--- config.mk ---
export PLATFORM = sky130hd
export DESIGN_NAME = indexed_ordered_list_engine
export DESIGN_NICKNAME = d
export VERILOG_FILES = /design/src/hw/rtl/iole_pkg.sv /design/src/hw/rtl/iole_ram.sv /design/src/hw/rtl/iole_datapath.sv /design/src/hw/rtl/iole_ctrl.sv /design/src/hw/rtl/indexed_ordered_list_engine.sv
export SDC_FILE = /design/constraint.sdc
export NUM_CORES = 2
export LEC_CHECK = 0
export BUFFER_PORTS_ARGS = -buffer_cell sky130_fd_sc_hd__clkbuf_2
export CORE_MARGIN = 5
export CORE_UTILIZATION = 45
export DETAILED_ROUTE_END_ITERATION = 8
export MAX_ROUTING_LAYER = met4
export PLACE_DENSITY_LB_ADDON = 0.3
export SKIP_CTS_REPAIR_TIMING = 1
export SLEW_MARGIN = 20
export SYNTH_ARGS = -nofsm -noshare
export SYNTH_HDL_FRONTEND = slang
export SYNTH_HIERARCHICAL = 1
export SYNTH_SLANG_ARGS = --single-unit
--- constraint.sdc ---
create_clock -name i_clk -period 4.9 [get_ports i_clk]
set_clock_uncertainty 0.2 [all_clocks]
set_input_delay 0.49 -clock i_clk [delete_from_list [all_inputs] [get_ports i_clk]]
set_output_delay 0.49 -clock i_clk [all_outputs]
set_load 0.03 [all_outputs]
--- src/hw/rtl/iole_pkg.sv ---
// Package with the types and constants of the indexed ordered list engine.
`timescale 1ns / 1ps
`default_nettype none
package iole_pkg;

    localparam int DEPTH_DEF = 64;
    localparam int WIDTH_DEF = 32;

    localparam logic [1:0] KIND_INSERT = 2'd0;
    localparam logic [1:0] KIND_REMOVE = 2'd1;
    localparam logic [1:0] KIND_READ   = 2'd2;

    localparam logic [1:0] ST_DONE  = 2'd0;
    localparam logic [1:0] ST_RANGE = 2'd1;
    localparam logic [1:0] ST_FULL  = 2'd2;

    typedef struct packed {
        logic load;
        logic rd_issue;
        logic put_value;
        logic finish;
        logic cnt_inc;
        logic cnt_dec;
    } t_cmd;

    typedef struct packed {
        logic [1:0] kind;
        logic       ok;
        logic       need_shift;
        logic       ptr_last;
    } t_stat;

endpackage
`default_nettype wire

--- src/hw/rtl/iole_ram.sv ---
// Generic single-write, single-read RAM with a registered read port.
`timescale 1ns / 1ps
`default_nettype none
module iole_ram #(
    parameter int W = 32,
    parameter int D = 64
) (
    input  wire logic                 i_clk,
    input  wire logic                 i_we,
    input  wire logic [$clog2(D)-1:0] i_waddr,
    input  wire logic [W-1:0]         i_wdata,
    input  wire logic                 i_re,
    input  wire logic [$clog2(D)-1:0] i_raddr,
    output logic      [W-1:0]         o_rdata
);

    logic [W-1:0] r_mem [D];
    logic [W-1:0] r_rdata;

    always_ff @(posedge i_clk) begin
        if (i_we) begin
            r_mem[i_waddr] <= i_wdata;
        end
        if (i_re) begin
            r_rdata <= r_mem[i_raddr];
        end
    end

    assign o_rdata = r_rdata;

endmodule
`default_nettype wire

--- src/hw/rtl/iole_datapath.sv ---
// Datapath of the list engine: request registers, entry store, shift pointer and result word.
`timescale 1ns / 1ps
`default_nettype none
module iole_datapath #(
    parameter int DEPTH = 64,
    parameter int WIDTH = 32
) (
    input  wire logic                         i_clk,
    input  wire logic                         i_rst_n,
    input  wire iole_pkg::t_cmd               i_cmd,
    output iole_pkg::t_stat                   o_stat,
    input  wire logic [1:0]                   i_kind,
    input  wire logic [$clog2(DEPTH+1)-1:0]   i_position,
    input  wire logic [WIDTH-1:0]             i_value,
    output logic                              o_valid,
    output logic      [1:0]                   o_status,
    output logic      [WIDTH-1:0]             o_read_value,
    output logic      [$clog2(DEPTH+1)-1:0]   o_count
);
    import iole_pkg::*;

    localparam int AW = $clog2(DEPTH);
    localparam int CW = $clog2(DEPTH + 1);

    logic [1:0]       r_kind;
    logic [CW-1:0]    r_pos;
    logic [WIDTH-1:0] r_value;
    logic [1:0]       r_status;
    logic [CW-1:0]    r_count;
    logic [AW-1:0]    r_ptr;
    logic             r_prev_vld;
    logic [AW-1:0]    r_prev_addr;
    logic             r_valid;
    logic [1:0]       r_out_status;
    logic [WIDTH-1:0] r_out_word;
    logic [CW-1:0]    r_out_count;

    logic [1:0]       n_status;
    logic [AW-1:0]    n_ptr;
    logic [CW-1:0]    n_count;
    logic [CW-1:0]    w_cnt_m1;
    logic [CW-1:0]    w_in_pos_p1;
    logic [CW-1:0]    w_pos_p1;
    logic             w_we;
    logic [AW-1:0]    w_waddr;
    logic [WIDTH-1:0] w_wdata;
    logic [WIDTH-1:0] w_rdata;

    assign w_cnt_m1    = r_count - CW'(1);
    assign w_in_pos_p1 = i_position + CW'(1);
    assign w_pos_p1    = r_pos + CW'(1);

    always_comb begin
        case (i_kind)
            KIND_INSERT: begin
                if (i_position > r_count) begin
                    n_status = ST_RANGE;
                end else if (r_count == CW'(DEPTH)) begin
                    n_status = ST_FULL;
                end else begin
                    n_status = ST_DONE;
                end
                n_ptr = w_cnt_m1[AW-1:0];
            end
            KIND_REMOVE: begin
                n_status = (i_position >= r_count) ? ST_RANGE : ST_DONE;
                n_ptr    = w_in_pos_p1[AW-1:0];
            end
            KIND_READ: begin
                n_status = (i_position >= r_count) ? ST_RANGE : ST_DONE;
                n_ptr    = i_position[AW-1:0];
            end
            default: begin
                n_status = ST_DONE;
                n_ptr    = i_position[AW-1:0];
            end
        endcase
    end

    always_comb begin
        o_stat.kind = r_kind;
        o_stat.ok   = (r_status == ST_DONE);
        if (r_kind == KIND_INSERT) begin
            o_stat.need_shift = (r_pos != r_count);
            o_stat.ptr_last   = (r_ptr == r_pos[AW-1:0]);
        end else begin
            o_stat.need_shift = (w_pos_p1 != r_count);
            o_stat.ptr_last   = (r_ptr == w_cnt_m1[AW-1:0]);
        end
    end

    always_comb begin
        w_we = r_prev_vld | i_cmd.put_value;
        if (r_prev_vld) begin
            w_waddr = (r_kind == KIND_INSERT) ? r_prev_addr + AW'(1) : r_prev_addr - AW'(1);
            w_wdata = w_rdata;
        end else begin
            w_waddr = r_pos[AW-1:0];
            w_wdata = r_value;
        end
        n_count = r_count;
        if (i_cmd.cnt_inc) begin
            n_count = r_count + CW'(1);
        end else if (i_cmd.cnt_dec) begin
            n_count = w_cnt_m1;
        end
    end

    iole_ram #(
        .W(WIDTH),
        .D(DEPTH)
    ) u_ram (
        .i_clk   (i_clk),
        .i_we    (w_we),
        .i_waddr (w_waddr),
        .i_wdata (w_wdata),
        .i_re    (i_cmd.rd_issue),
        .i_raddr (r_ptr),
        .o_rdata (w_rdata)
    );

    always_ff @(posedge i_clk) begin
        if (!i_rst_n) begin
            r_count    <= '0;
            r_prev_vld <= 1'b0;
            r_valid    <= 1'b0;
        end else begin
            r_prev_vld <= i_cmd.rd_issue && (r_kind != KIND_READ);
            r_valid    <= i_cmd.finish;
            if (i_cmd.finish) begin
                r_count <= n_count;
            end
        end
    end

    always_ff @(posedge i_clk) begin
        if (i_cmd.load) begin
            r_kind   <= i_kind;
            r_pos    <= i_position;
            r_value  <= i_value;
            r_status <= n_status;
            r_ptr    <= n_ptr;
        end else if (i_cmd.rd_issue) begin
            r_ptr <= (r_kind == KIND_INSERT) ? r_ptr - AW'(1) : r_ptr + AW'(1);
        end
        if (i_cmd.rd_issue) begin
            r_prev_addr <= r_ptr;
        end
        if (i_cmd.finish) begin
            r_out_status <= r_status;
            r_out_word   <= (r_kind == KIND_READ && r_status == ST_DONE) ? w_rdata : '0;
            r_out_count  <= n_count;
        end
    end

    assign o_valid      = r_valid;
    assign o_status     = r_out_status;
    assign o_read_value = r_out_word;
    assign o_count      = r_out_count;

endmodule
`default_nettype wire

--- src/hw/rtl/iole_ctrl.sv ---
// Controller state machine that sequences each list request through the datapath.
`timescale 1ns / 1ps
`default_nettype none
module iole_ctrl (
    input  wire logic            i_clk,
    input  wire logic            i_rst_n,
    input  wire logic            i_start,
    output logic                 o_busy,
    input  wire iole_pkg::t_stat i_stat,
    output iole_pkg::t_cmd       o_cmd
);
    import iole_pkg::*;

    typedef enum logic [2:0] {
        S_IDLE,
        S_DISPATCH,
        S_SHIFT,
        S_FLUSH,
        S_PUT,
        S_FIN
    } t_state;

    t_state r_state;
    t_state n_state;

    always_comb begin
        n_state = r_state;
        o_cmd   = '0;
        case (r_state)
            S_IDLE: begin
                if (i_start) begin
                    o_cmd.load = 1'b1;
                    n_state    = S_DISPATCH;
                end
            end
            S_DISPATCH: begin
                if (!i_stat.ok) begin
                    o_cmd.finish = 1'b1;
                    n_state      = S_IDLE;
                end else begin
                    case (i_stat.kind)
                        KIND_INSERT: begin
                            n_state = i_stat.need_shift ? S_SHIFT : S_PUT;
                        end
                        KIND_REMOVE: begin
                            if (i_stat.need_shift) begin
                                n_state = S_SHIFT;
                            end else begin
                                o_cmd.finish  = 1'b1;
                                o_cmd.cnt_dec = 1'b1;
                                n_state       = S_IDLE;
                            end
                        end
                        KIND_READ: begin
                            o_cmd.rd_issue = 1'b1;
                            n_state        = S_FIN;
                        end
                        default: begin
                            o_cmd.finish = 1'b1;
                            n_state      = S_IDLE;
                        end
                    endcase
                end
            end
            S_SHIFT: begin
                o_cmd.rd_issue = 1'b1;
                if (i_stat.ptr_last) begin
                    n_state = S_FLUSH;
                end
            end
            S_FLUSH: begin
                if (i_stat.kind == KIND_INSERT) begin
                    n_state = S_PUT;
                end else begin
                    o_cmd.finish  = 1'b1;
                    o_cmd.cnt_dec = 1'b1;
                    n_state       = S_IDLE;
                end
            end
            S_PUT: begin
                o_cmd.put_value = 1'b1;
                o_cmd.finish    = 1'b1;
                o_cmd.cnt_inc   = 1'b1;
                n_state         = S_IDLE;
            end
            S_FIN: begin
                o_cmd.finish = 1'b1;
                n_state      = S_IDLE;
            end
            default: begin
                n_state = S_IDLE;
            end
        endcase
    end

    always_ff @(posedge i_clk) begin
        if (!i_rst_n) begin
            r_state <= S_IDLE;
        end else begin
            r_state <= n_state;
        end
    end

    assign o_busy = (r_state != S_IDLE);

endmodule
`default_nettype wire

--- src/hw/rtl/indexed_ordered_list_engine.sv ---
// Top level of the indexed ordered list engine.
//
// A request word (i_kind, i_position, i_value) is taken when start is high
// and busy is low. Kind 0 inserts i_value at a position from 0 to the count,
// kind 1 removes the word at a position below the count, kind 2 reads it.
// Each request gives one result word on o_status, o_read_value and o_count,
// shown for a single cycle with o_valid high; the receiver cannot stall it.
// Words are kept in one RAM with one write and one registered read port, and
// the later entries are moved one at a time through that port pair.
// With n entries and position p, the states run: insert dispatch, shift, flush,
// put (dispatch, put if p = n); remove dispatch, shift, flush (dispatch if p
// = n-1); read dispatch, fin; a request out of range or full, dispatch alone.
// A new request may be taken in the cycle that o_valid is high.
// Reset clears the count and the controller; the RAM contents are not cleared
// and are only read at positions that were written since.
`timescale 1ns / 1ps
`default_nettype none
module indexed_ordered_list_engine #(
    parameter int DEPTH = iole_pkg::DEPTH_DEF,
    parameter int WIDTH = iole_pkg::WIDTH_DEF
) (
    input  wire logic                       i_clk,
    input  wire logic                       i_rst_n,
    input  wire logic                       start,
    output logic                            busy,
    input  wire logic [1:0]                 i_kind,
    input  wire logic [$clog2(DEPTH+1)-1:0] i_position,
    input  wire logic [WIDTH-1:0]           i_value,
    output logic                            o_valid,
    output logic      [1:0]                 o_status,
    output logic      [WIDTH-1:0]           o_read_value,
    output logic      [$clog2(DEPTH+1)-1:0] o_count
);
    import iole_pkg::*;

    t_cmd  w_cmd;
    t_stat w_stat;

    iole_ctrl u_ctrl (
        .i_clk   (i_clk),
        .i_rst_n (i_rst_n),
        .i_start (start),
        .o_busy  (busy),
        .i_stat  (w_stat),
        .o_cmd   (w_cmd)
    );

    iole_datapath #(
        .DEPTH(DEPTH),
        .WIDTH(WIDTH)
    ) u_datapath (
        .i_clk        (i_clk),
        .i_rst_n      (i_rst_n),
        .i_cmd        (w_cmd),
        .o_stat       (w_stat),
        .i_kind       (i_kind),
        .i_position   (i_position),
        .i_value      (i_value),
        .o_valid      (o_valid),
        .o_status     (o_status),
        .o_read_value (o_read_value),
        .o_count      (o_count)
    );

endmodule
`default_nettype wire

# Yosys cells after proc, flatten, opt, wreduce, memory -nomap -nowiden
# Memory sizes are Yosys's and may differ from the RTL's. A register that Yosys moved wholly into a read port is not among the register bits.
# Index checks and enable logic that the tools add are counted.
# Widths: inputs -> output; s select.
totals:
  mem_bits_rw: 2048
  output_inout_bits: 43
  memories: 1
  elab_cells: 92
  romBits: 0
  latch_bits: 0
  reg_bits: 108
memory_table:
  columns: ["name", "words", "word_bits", "read_ports", "rd_ports_with_merged_regs", "write_ports", "line_no", "source"]
  rows:
  - ["u_datapath.u_ram.r_mem", 64, 32, 1, 1, 1, "iole_ram.sv:17", "logic [W-1:0] r_mem [D];"]
op_classes:
  n_reduce_logical: 12
  n_mux: 38
  div_mod_pow: 0
  n_lt_le_gt_ge: 2
  n_mul: 0
  eq_ne: 17
  addsub: 8
  shift: 0
  n_bitwise: 1
op_table:
  columns: ["operator", "n"]
  rows:
  - ["$mux 32", 1]
  - ["$mux 6", 5]
  - ["$add 6x1->6 const B", 3]
  - ["$mux 3", 5]
  - ["$add 7x1->7 const B", 2]
  - ["$mux 7", 2]
  - ["$ne 7x7->1", 2]
  - ["$mux 1", 13]
  - ["$eq 6x6->1", 2]
  - ["$pmux 3 s4", 1]
  - ["$pmux 6 s2", 1]
  - ["$sub 6x1->6 const B", 2]
  - ["$pmux 3 s3", 1]
  - ["$mux 2", 4]
  - ["$eq 7x7->1 const B", 1]
  - ["$ge 7x7->1", 1]
  - ["$gt 7x7->1", 1]
  - ["$sub 7x1->7 const B", 1]
  - ["$eq 3x2->1 const B", 2]
  - ["$eq 3x3->1 const B", 2]
  - ["$logic_not 2->1", 3]
  - ["$pmux 1 s2", 3]
  - ["$reduce_or 2->1", 3]
  - ["$eq 2x1->1 const B", 2]
  - ["12 further kinds", 15]

# Depth between registers and ports, before layout
logic_depth:
  depth_word: 9
  depth_mapped: 15
  mapped_depth_nobuf: 14

# Modules after synthesis
# Netlist, hierarchy kept.
by_module_without_submodules:
  columns: ["module", "cells_each", "seq_area_each_um2", "n_inst", "area_each_um2"]
  rows:
  - ["iole_ram", 3324, 62459.9, 1, 78835.6]
  - ["iole_datapath", 427, 3062.9, 1, 5360.1]
  - ["iole_ctrl", 33, 60.1, 1, 261.5]

# Worst setup path before layout
# OpenSTA, ideal clock, no wires.
synth_path:
  kind: "reg2reg"
  startpoint: "register u_datapath.r_kind[1]"
  endpoint: "memory u_datapath.u_ram.r_mem[49][0], enable pin"
  setup_slack_ns: -0.367
  setup_ns: 0.461
  stages_incl_launch_ff: 13
  arrival_time_ns: 4.606
  synth_period_minus_slack_ns: 5.267
  required_time_ns: 4.239
  cell_sequence: "edfxtp_1 nor2_1 clkbuf_1 xnor2_1 ha_1 nor3_1 a21oi_1 a21oi_1 xnor2_1 mux2_2 clkbuf_1 nand4_1 nor3_1"
synth_between:
  elab_chain_cells: 3
synth_rtl:
  columns: ["item", "line_no", "source"]
  rows:
  - ["start, declared", "iole_datapath.sv:25", "logic [1:0] r_kind;"]
  - ["start signal, assigned", "iole_datapath.sv:138", "r_kind <= i_kind;"]
  - ["$logic_not 2->1", "iole_datapath.sv:95", "w_waddr = (r_kind == KIND_INSERT) ? r_prev_addr + AW'(1) : r_prev_addr - AW'(1);"]
  - ["$mux 6", "iole_datapath.sv:95", null]
  - ["$mux 6", "iole_datapath.sv:94", "if (r_prev_vld) begin"]
  - ["net u_datapath.w_waddr[4]", "iole_datapath.sv:45", "logic [AW-1:0] w_waddr;"]
  - ["end, declared", "iole_ram.sv:17", null]
# The timed path passes the listed nets, and every way through them passes these cells.

# Final worst setup path
layout_path:
  startpoint: "register u_datapath.r_kind[1]"
  endpoint: "memory u_datapath.u_ram.r_mem[1][29], enable pin"
# The elaborated chain is that of the path after synthesis.

==> impl_metrics.json <==
{
  "synth_cells": 3784,
  "timing.hold.worst.class": "in -> reg",
  "launch_point_of_the_worst_hold_path": "i_value[26]",
  "cts.sink_count": 2188,
  "power.switching_fraction_pct": 23.6,
  "clockRootBuffer": "sky130_fd_sc_hd__clkbuf_16",
  "postRouteAntennaNets": 0,
  "die_outline_area_um2": 196000,
  "timing_worst_slew_pin_value_ns": 1.18,
  "outcome": "finished clean",
  "io_buffer_count": 86,
  "gpl.final_weighted_congestion": 0.872,
  "p_per_area_nw_per_um2": 426,
  "synth_area_per_cell_um2": 22.3,
  "floorplan.rows": 159,
  "detail_route.iter0.violations": 4891,
  "yosysWarningCount": 6,
  "clk_transition_reported_paths_ns": 0.07,
  "power.share.combinational_pct": 10.5,
  "critPathKind": "reg -> reg",
  "grt_max_degree": 66,
  "sort_of_element_at_the_end_of_the_critical_path": "flip-flop",
  "drc_errors": 0,
  "report.final.slew_viol_count": 0,
  "place.detailed.instances": 6397,
  "grt_pass1_wl_um": 305000,
  "cell_internal_pwr_w": 0.0317,
  "grt_setup_unrepaired": "no",
  "yosys.cell_count.top_type": "sky130_fd_sc_hd__edfxtp_1",
  "postPlaceCellArea_um2": 89800,
  "antenna_found_initial": 5,
  "count_of_maximum_capacitance_violations": 0,
  "timing.final.crit_share_pct": 88.7,
  "power_frac_clock_pct": 39.2,
  "num_vias": 41100,
  "number_of_register_bits_inferred_by_synthesis": 2188,
  "pre_cts_setup_slack_ns": 0.629,
  "seq_power_share_pct": 50.4,
  "setup_viol": 0,
  "seqCellArea_um2": 65600,
  "reg2reg_setup_slack_ns": 0.56,
  "synth.distinct_cells": 68,
  "final_wirelength_um": 215000,
  "synth_fp_nets": 3846,
  "grt-ovfl-total": 0,
  "fp.dieW_um": 443,
  "avgRoutedWirePerCell_um": 31.4,
  "gr-usage-all-layers_pct": 22.3,
  "tritoncts": "yes",
  "flow.area_growth_from_synthesis_pct": 15.2,
  "layout-drive-gt1-share_pct": 29.8,
  "vias_in_the_first_global_route": 40700,
  "cp.arrival_ns": 4.67,
  "fmax_ghz": 0.230,
  "worstSkewPairLatency_ns": 0.85,
  "synth_top_flop_cell": "sky130_fd_sc_hd__edfxtp_1",
  "timing.final.hold_violations": 0,
  "netlist_top_cells_area": "sky130_fd_sc_hd__edfxtp_1 77%, sky130_fd_sc_hd__mux4_2 15%, sky130_fd_sc_hd__mux2i_1 1.2%, sky130_fd_sc_hd__nor2_1 0.68%, sky130_fd_sc_hd__o22ai_1 0.63%",
  "die_h_um": 443,
  "floorplan.io_pins": 87,
  "worstRegToRegCells": 10,
  "reg2reg_from": "u_datapath/r_kind[1]",
  "final.setup.tns_ns": 0,
  "finalWorstSetupSlack_ns": 0.556,
  "cts_max_path_buffers": 3,
  "synthDominantCellAreaShare_pct": 77.4,
  "switching_power_w": 0.00981,
  "layout_min_cycle_time_ns": 4.34,
  "power_leakage_nw": 30.6,
  "number_of_enable_type_register_cells_in_the_synthesized_netlist": 2176,
  "final.fill_count": 14300,
  "combined_area_of_the_multi_input_logic_cells_um2": 18400,
  "place_hpwl_um": 132000,
  "cp_data_required_time_ns": 5.23,
  "fin_nets": 4220,
  "worst_slew_margin_rel_pct": 21.3,
  "netlist_area_before_placement_um2": 84500,
  "viasPerCell": 6.00,
  "proportion_of_synthesized_chip_area_in_sequential_cells_pct": 77.7,
  "timing.critical_path.fanout_max": 22,
  "worst_hold_path.num_cells": 2,
  "min_delay_worst_endpoint": "u_datapath/r_value[26]",
  "stdcell_count": 6840,
  "placeableCoreArea_um2": 187000,
  "yosys-top-cells-count": "2176 x sky130_fd_sc_hd__edfxtp_1, 544 x sky130_fd_sc_hd__mux4_2, 152 x sky130_fd_sc_hd__nor2_1, 98 x sky130_fd_sc_hd__mux2i_1, 87 x sky130_fd_sc_hd__clkbuf_1",
  "maximum_vdd_drop_mv": 0.281,
  "worst_r2r_endpoint": "u_datapath/u_ram/r_mem[1][29]",
  "iteration_count_of_the_initial_detailed_routing_pass": 5,
  "start_util_pct": 45.1,
  "cts_buffers": 210,
  "stdcell_area_um2": 97300,
  "critical_path_launch_point_type": "flip-flop",
  "synth_area_leader_cell": "sky130_fd_sc_hd__edfxtp_1",
  "postSynth.asyncResetShare_pct": 0,
  "clock_tree.htree_level_count": 4
}
per-stage QoR:
stage / utilization (%) / total power [W] / hold WS, ns
global route: 52.0 / 0.0428 / 0.110
global placement: 48.0 / 0.0256 / 0.325
floorplan: - / 0.0239 / 0.242
CTS: 51.7 / 0.0417 / -0.459
detailed placement: 48.0 / 0.0256 / 0.340
finish: 52.0 / 0.0415 / 0.154
critical path, cell delays in order (launching register included):
cell                       delay [ns]
sky130_fd_sc_hd__edfxtp_1        0.40
sky130_fd_sc_hd__nor2_1          0.38
sky130_fd_sc_hd__inv_2           0.29
sky130_fd_sc_hd__ha_1            0.40
sky130_fd_sc_hd__a21oi_1         0.14
sky130_fd_sc_hd__o21ai_0         0.12
sky130_fd_sc_hd__xnor2_1         0.14
sky130_fd_sc_hd__mux2_2          0.41
sky130_fd_sc_hd__or3_1           0.72
sky130_fd_sc_hd__nor2_4          0.50
sky130_fd_sc_hd__buf_12          0.28
power by group through the flow:
stage | registers [W] | logic [W] | clock network [W]
2_1_floorplan | 0.0213 | 0.00260 | 0
3_3_place_gp | 0.0213 | 0.00428 | 0
3_5_place_dp | 0.0213 | 0.00431 | 0
4_1_cts | 0.0209 | 0.00433 | 0.0165
5_1_grt | 0.0209 | 0.00456 | 0.0173
6_report | 0.0209 | 0.00434 | 0.0162
worst max path at each step:
stage / start / end / cells after the start
global placement: u_datapath/r_kind[1] / u_datapath/u_ram/r_mem[1][4] / 10
CTS: u_datapath/r_kind[1] / u_datapath/u_ram/r_mem[1][29] / 10
finish: u_datapath/r_kind[1] / u_datapath/u_ram/r_mem[1][29] / 10
global route: u_datapath/r_kind[1] / u_datapath/r_count[4] / 14
detailed placement: u_datapath/r_kind[1] / u_datapath/u_ram/r_mem[1][8] / 10
floorplan: u_datapath/r_kind[1] / u_datapath/u_ram/r_mem[39][0] / 13
metal layers:
metal  wire, µm  GRT usage (%)  share of wire [%]  vias to the layer above
met5          0              -                  0                        -
met4       7840           7.29                3.7                        0
met3      16900           3.76                7.9                      353
met2     105000           34.7                 49                     1894
met1      85200           30.3                 40                    22100
li1           -              -                  -                    16700
area by class of cell:
type / count / share of cell area, %
repair buffers: 367 / 3.24
well taps: 2495 / 3.21
multi-input cells: 1376 / 18.9
inverters: 15 / 0.0579
diodes: 3 / 0.00772
clock inverters: 140 / 1.57
flip-flops and latches: 2188 / 67.4
clock buffers: 256 / 5.60
registers in the layout, summed over array words and instances (netlist names), 7 cells and up:
signal,cells
u_datapath/o_read_value,32
u_datapath/u_ram/o_rdata,32
u_datapath/r_count,7
u_datapath/o_count,7
u_datapath/r_pos,7
u_datapath/r_value,32
u_datapath/u_ram/r_mem,2048
layout by cell type (no fill, tap or decap), types with 48 or more instances in the layout:
cell type,n
sky130_fd_sc_hd__a21oi_1,79
sky130_fd_sc_hd__buf_4,197
sky130_fd_sc_hd__clkbuf_16,211
sky130_fd_sc_hd__clkbuf_2,86
sky130_fd_sc_hd__edfxtp_1,2176
sky130_fd_sc_hd__mux2i_1,98
sky130_fd_sc_hd__mux4_2,544
sky130_fd_sc_hd__nand2_1,48
sky130_fd_sc_hd__nor2_1,89
sky130_fd_sc_hd__nor2_4,63
sky130_fd_sc_hd__o22ai_1,85
cells by family after synthesis:
kind of cell | after synthesis | synth area share, %
buf+inv | 220 | 1.24
flops | 2188 | 77.7
xor+xnor | 49 | 0.508
compound gates | 262 | 2.01
simple gates | 369 | 2.18
fa+ha+maj | 18 | 0.267
mux | 678 | 16.1
Note: power is estimated with default switching activity, not from simulation.
